===== config.mk =====
export PLATFORM = sky130hd
export DESIGN_NAME = ipcs_coef
export DESIGN_NICKNAME = d
export VERILOG_FILES = /design/src/rtl/ipcs_pkg.sv /design/src/rtl/ipcs_coef.sv
export SDC_FILE = /design/constraint.sdc
export NUM_CORES = 2
export LEC_CHECK = 0
export CAP_MARGIN = 20
export CELL_PAD_IN_SITES_DETAIL_PLACEMENT = 0
export CELL_PAD_IN_SITES_GLOBAL_PLACEMENT = 2
export CORE_MARGIN = 2
export CORE_UTILIZATION = 40
export CTS_BUF_LIST = sky130_fd_sc_hd__clkbuf_2
export DETAILED_ROUTE_END_ITERATION = 7
export DONT_BUFFER_PORTS = 1
export PLACE_DENSITY = 0.88
export SYNTH_ARGS = -nofsm -noshare
export SYNTH_HDL_FRONTEND = slang
export SYNTH_SLANG_ARGS = --single-unit

===== constraint.sdc =====
create_clock -name aclk -period 25.4 [get_ports aclk]
set_clock_uncertainty 0.1 [all_clocks]
set_input_delay 7.62 -clock aclk [delete_from_list [all_inputs] [get_ports aclk]]
set_output_delay 7.62 -clock aclk [all_outputs]
set_load 0.01 [all_outputs]

===== src/rtl/ipcs_pkg.sv =====
// types, constants and helper functions shared by the covariance step block
`timescale 1ns / 1ps

package ipcs_pkg;

    localparam int DIM    = 9;
    localparam int IN_W   = 26;
    localparam int NUM_IN = 6;
    localparam int VAL_W  = 48;
    localparam int ACC_W  = 52;
    localparam int OUT_W  = 47;
    localparam int Q_W    = 33;
    localparam int IDX_W  = 4;
    localparam int PH_W   = 3;
    localparam int PROD_W = 96;
    localparam int CFG_W  = 32;
    localparam int CIDX_W = 2;

    localparam logic [IDX_W-1:0] LAST_IDX = IDX_W'(DIM - 1);
    localparam logic [PH_W-1:0]  PH_LAST  = 3'd5;
    localparam logic signed [VAL_W-1:0] ONE_Q32 = 48'sh0001_0000_0000;

    localparam logic [CIDX_W-1:0] REG_TIME_STEP = 2'd0;
    localparam logic [CIDX_W-1:0] REG_GYRO_VAR  = 2'd1;
    localparam logic [CIDX_W-1:0] REG_ACC_VAR   = 2'd2;

    localparam logic [CFG_W-1:0] TIME_STEP_RST = 32'd21474836;
    localparam logic [CFG_W-1:0] GYRO_VAR_RST  = 32'd429497;
    localparam logic [CFG_W-1:0] ACC_VAR_RST   = 32'd42949673;

    typedef logic signed [VAL_W-1:0] val_t;
    typedef val_t col_t [DIM];
    typedef logic [Q_W-1:0] noise_t;

    // sv: scaled rate x,y,z then scaled acc x,y,z, all Q.32
    typedef struct packed {
        val_t [NUM_IN-1:0] sv;
        logic [CFG_W-1:0]  dt;
    } coef_t;

    typedef struct packed {
        logic             clear_s;
        logic             run;
        logic             pass2;
        logic             acc_clr;
        logic             shift;
        logic             commit_t;
        logic             commit_s;
        logic [PH_W-1:0]  phase;
        logic [IDX_W-1:0] i;
        logic [IDX_W-1:0] k;
    } ctl_t;

    typedef enum logic [2:0] {
        ST_IDLE,
        ST_COEF,
        ST_PASS1,
        ST_COMMIT1,
        ST_PASS2,
        ST_COMMIT2,
        ST_DONE
    } state_t;

    function automatic val_t sat_val(input logic signed [ACC_W-1:0] x);
        val_t r;
        if (x[ACC_W-1:VAL_W-1] == '0 || x[ACC_W-1:VAL_W-1] == '1) begin
            r = x[VAL_W-1:0];
        end else if (x[ACC_W-1]) begin
            r = {1'b1, {(VAL_W-1){1'b0}}};
        end else begin
            r = {1'b0, {(VAL_W-1){1'b1}}};
        end
        return r;
    endfunction

    // entry (r, c) of -skew(v)
    function automatic val_t neg_skew(input logic [1:0] r, input logic [1:0] c,
                                      input val_t vx, input val_t vy, input val_t vz);
        val_t v;
        case ({r, c})
            4'b0001: v = vz;
            4'b0010: v = -vy;
            4'b0100: v = -vz;
            4'b0110: v = vx;
            4'b1000: v = vy;
            4'b1001: v = -vx;
            default: v = '0;
        endcase
        return v;
    endfunction

    // entry (row, col) of the transition matrix
    function automatic val_t a_coef(input logic [IDX_W-1:0] row, input logic [IDX_W-1:0] col,
                                    input coef_t c);
        logic [IDX_W-1:0] rr;
        val_t v;
        rr = row - 4'd3;
        v  = '0;
        if (row == col) begin
            v = ONE_Q32;
        end else if (row < 4'd3 && col < 4'd3) begin
            v = neg_skew(row[1:0], col[1:0], c.sv[0], c.sv[1], c.sv[2]);
        end else if (row >= 4'd3 && row < 4'd6 && col < 4'd3) begin
            v = neg_skew(rr[1:0], col[1:0], c.sv[3], c.sv[4], c.sv[5]);
        end else if (row >= 4'd6 && col == rr) begin
            v = {16'b0, c.dt};
        end
        return v;
    endfunction

endpackage


===== src/rtl/ipcs_coef.sv =====
// coefficient unit: scaled skew terms and noise terms over eight multiplies
`timescale 1ns / 1ps

module ipcs_coef import ipcs_pkg::*; (
    input  logic                   aclk,
    input  logic                   aresetn,
    input  logic                   start,
    input  logic signed [IN_W-1:0] vals [NUM_IN],
    input  logic [CFG_W-1:0]       dt,
    input  logic [CFG_W-1:0]       gvar,
    input  logic [CFG_W-1:0]       avar,
    output coef_t                  coef,
    output noise_t                 qg,
    output noise_t                 qa,
    output logic                   done
);

    logic [2:0]  cnt_reg, cnt_next;
    logic        busy_reg, busy_next;
    logic        wr_reg, wr_next;
    logic [2:0]  widx_reg;
    logic        neg_reg;
    logic [63:0] prod_reg;
    val_t        sv_reg [NUM_IN];
    noise_t      qg_reg, qa_reg;

    logic signed [IN_W-1:0] v_sel;
    logic [IN_W-1:0]        v_mag;
    logic [CFG_W-1:0]       mul_l, mul_r;
    logic [63:0]            rnd16;
    logic [64:0]            rnd32;
    val_t                   scaled;

    always_comb begin
        case (cnt_reg)
            3'd0: v_sel = vals[0];
            3'd1: v_sel = vals[1];
            3'd2: v_sel = vals[2];
            3'd3: v_sel = vals[3];
            3'd4: v_sel = vals[4];
            3'd5: v_sel = vals[5];
            default: v_sel = '0;
        endcase
        v_mag = v_sel[IN_W-1] ? IN_W'(-v_sel) : v_sel;
        case (cnt_reg)
            3'd6: begin
                mul_l = dt;
                mul_r = gvar;
            end
            3'd7: begin
                mul_l = dt;
                mul_r = avar;
            end
            default: begin
                mul_l = CFG_W'(v_mag);
                mul_r = dt;
            end
        endcase
    end

    always_comb begin
        busy_next = busy_reg;
        cnt_next  = cnt_reg;
        wr_next   = busy_reg;
        if (start) begin
            busy_next = 1'b1;
            cnt_next  = '0;
        end else if (busy_reg) begin
            cnt_next = cnt_reg + 3'd1;
            if (cnt_reg == 3'd7) begin
                busy_next = 1'b0;
            end
        end
    end

    always_ff @(posedge aclk) begin
        if (!aresetn) begin
            busy_reg <= 1'b0;
            cnt_reg  <= '0;
            wr_reg   <= 1'b0;
        end else begin
            busy_reg <= busy_next;
            cnt_reg  <= cnt_next;
            wr_reg   <= wr_next;
        end
    end

    always_ff @(posedge aclk) begin
        prod_reg <= mul_l * mul_r;
        widx_reg <= cnt_reg;
        neg_reg  <= v_sel[IN_W-1];
    end

    // second stage: round the registered product into its slot
    always_comb begin
        rnd16  = prod_reg + 64'h8000;
        rnd32  = {1'b0, prod_reg} + 65'h8000_0000;
        scaled = neg_reg ? -val_t'(rnd16[63:16]) : val_t'(rnd16[63:16]);
    end

    always_ff @(posedge aclk) begin
        if (wr_reg) begin
            case (widx_reg)
                3'd6: qg_reg <= rnd32[64:32];
                3'd7: qa_reg <= rnd32[64:32];
                default: sv_reg[widx_reg] <= scaled;
            endcase
        end
    end

    always_comb begin
        for (int n = 0; n < NUM_IN; n++) begin
            coef.sv[n] = sv_reg[n];
        end
        coef.dt = dt;
    end

    assign qg   = qg_reg;
    assign qa   = qa_reg;
    assign done = wr_reg && (widx_reg == 3'd7);

endmodule


==> flow_summary.ini <==
[clock_network]
postCtsSetupRepairBufs = 0
clk_latency_ns = 1.03
clock-sinks = 412
cts_root_buffer = clkbuf_2
cts_tree = built
htree_levels = 3
cts_resized = 0
cts_buffers = 75
holdBufCountCts = 0
clk_pin_slew_ns = 0.12
cts_max_path_buffers = 3

[global_route]
grt_usage = 0.280
gr-total-overflow = 0
antenna_found_initial = 29
grt_max_degree = 61
grt_pass1_vias = 37500
grt_pass1_wl_microns = 260000

[logic_synthesis]
synth_area_leaders = fa_1, edfxtp_1, inv_1
synth_fp_nets = 6507
netlist_area_sq_um = 50200
yosys.area.top_type = fa_1
async_flop_share = 0
yosysWarnings = 0
syn-mean-instance-area_sq_um = 9.86
ys.flop_type = edfxtp_1
synth_top_cell_area_share = 0.357
ys_seq_elements = 412
synth-edff-count = 354
yosysSeqAreaShare = 0.235
syn-instance-count = 5087
ys_types = 90

[worst_hold_path]
hold_depth = 0
min_path_type = flop to flop

[drt]
vias = 36900
drc_errors = 0
viasPerCell = 5.51
first_pass_iters = 7
drtAntennaViolNets = 0
wl_per_cell_microns = 27.0
dr.first_iter.drc_count = 3841
drt-total-wl_microns = 181000

[floorplan]
initial_core_util = 0.404
die_w_microns = 358
dieHeight_microns = 358
ios = 642
die-area_sq_um = 128000
coreArea_sq_um = 124000
rows = 129

[worst_setup_path]
critPathSlowestCell = o21a_1
criticalPathCategory = input port to flop
cp_max_fo = 16
worst_ep_required_time_ns = 26.18
path_common_cell = fa_1
slowest_delay_ns = 0.81
endpoint_kind = flop
reg2reg_depth = 31
startpoint_type = input port
crit_arrival_ns = 19.13

[place]
place_ws_ns = 6.20
place.gp.congestion = 1.02
numPortBuffers = 0
place_area_sq_um = 51900
place_hpwl_microns = 148000

[run_status]
outcome = completed

[timing]
maxSlewViolCount = 0
fin_setup_tns_ns = 0
rsz0062_at_grt = false
max_slew.worst_pin.slew_ns = 1.15
finalSetupViolations = 0
fin_crit_sh = 0.722
fmax_mhz = 54.5
fin_ws_ns = 7.05
maxSlewHeadroom = 0.233
holdWs_ns = 0.330
finalHoldViolCount = 0
period_needed_ns = 18.35

[job]
cap_violations = 0

[cells_and_area]
largest_reg_flops = 288
drive_above_1_share = 0.0597
fill_cells = 12000
syn_to_final_growth_pct = 4.98
final_area_sq_um = 52700
area.sequential_sq_um = 11800
multi_input_area_sq_um = 33700
nets = 6403
-- cell type report --
class,instances,share of cell area
diodes,19,0.000903
repair buffers,103,0.0147
clock buffers,102,0.00969
inverters,949,0.0676
multi-input cells,3442,0.640
clock inverters,36,0.00418
well taps,1637,0.0389
flip-flops and latches,412,0.224
-- synth_stat cells, types with 5 or more instances --
cell / instances
clkbuf_1: 194
nand4_1: 32
nand2_1: 665
dfxtp_1: 58
o21ai_1: 28
edfxtp_1: 354
a22oi_1: 23
o21a_1: 36
a31oi_1: 16
a22o_1: 45
and4_1: 8
a221o_1: 6
or3_1: 9
or2_2: 5
nor3_1: 33
nor4_1: 7
nand3_1: 46
nor2_1: 539
fa_1: 895
ha_1: 270
and2_1: 80
a222oi_1: 22
o211ai_1: 5
xor2_1: 75
o21bai_1: 14
a21boi_0: 7
a211oi_1: 10
mux2i_1: 6
buf_2: 38
nand2b_1: 21
a21oi_1: 111
and3_1: 19
o21ai_0: 80
xnor2_1: 119
a21o_1: 79
mux2_2: 14
inv_1: 948
buf_4: 39
nor2b_1: 15
o31ai_1: 11
buf_1: 12
-- path summary, 6_finish.rpt --
path	from	endpoint	slack, ns
setup / recovery	vals[0]	prod_reg[63]	7.05
hold / removal	cnt_reg[1]	widx_reg[1]	0.33
setup reg to reg	cnt_reg[2]	prod_reg[63]	12.50
hold reg to reg	cnt_reg[1]	widx_reg[1]	0.33
-- cells by family after synthesis --
logic type,share of synthesized area
compound gates,0.0749
xor+xnor,0.0339
fa+ha+maj,0.424
buf+inv,0.0962
flops,0.235
mux,0.00524
simple gates,0.130
-- routing by layer --
layer	global-route usage	part of all wire
met1	0.354	0.38
met4	0.122	0.048
met5	0	0.00096
met3	0.0871	0.11
met2	0.441	0.46
-- through the flow --
| stage | utilization | instances |
|---|---|---|
| floorplan | - | 5087 |
| global placement | 0.418 | 6543 |
| detailed placement | 0.418 | 6543 |
| CTS | 0.424 | 6681 |
| global route | 0.424 | 6687 |
| finish | 0.424 | 6700 |
-- critical path, delay by kind of cell --
kind	cells	cell delay [ns]
adder cells (fa/ha/maj)	9	4.66
AO/OA/AOI/OAI	6	3.10
AND/OR/NAND/NOR	11	2.96
XOR/XNOR	1	0.37
multiplexers	1	0.24
buffers and inverters	2	0.12
-- cell usage in the layout, fill, tap and decap left out, types with 23 or more instances in the layout --
master and instances:
a21o_1 78, a21oi_1 104, a22o_1 45, a22oi_1 23, and2_1 79, buf_4 103, clkbuf_2 102, dfxtp_1 57
edfxtp_1 354, fa_1 895, ha_1 269, inv_1 948, nand2_1 665, nand3_1 46, nand4_1 32, nor2_1 533
nor3_1 31, o21a_1 36, o21ai_0 77, xnor2_1 119, xor2_1 75
Power is not shown: default switching activity piles up to over one toggle a cycle in this logic, so the estimate is an artifact.
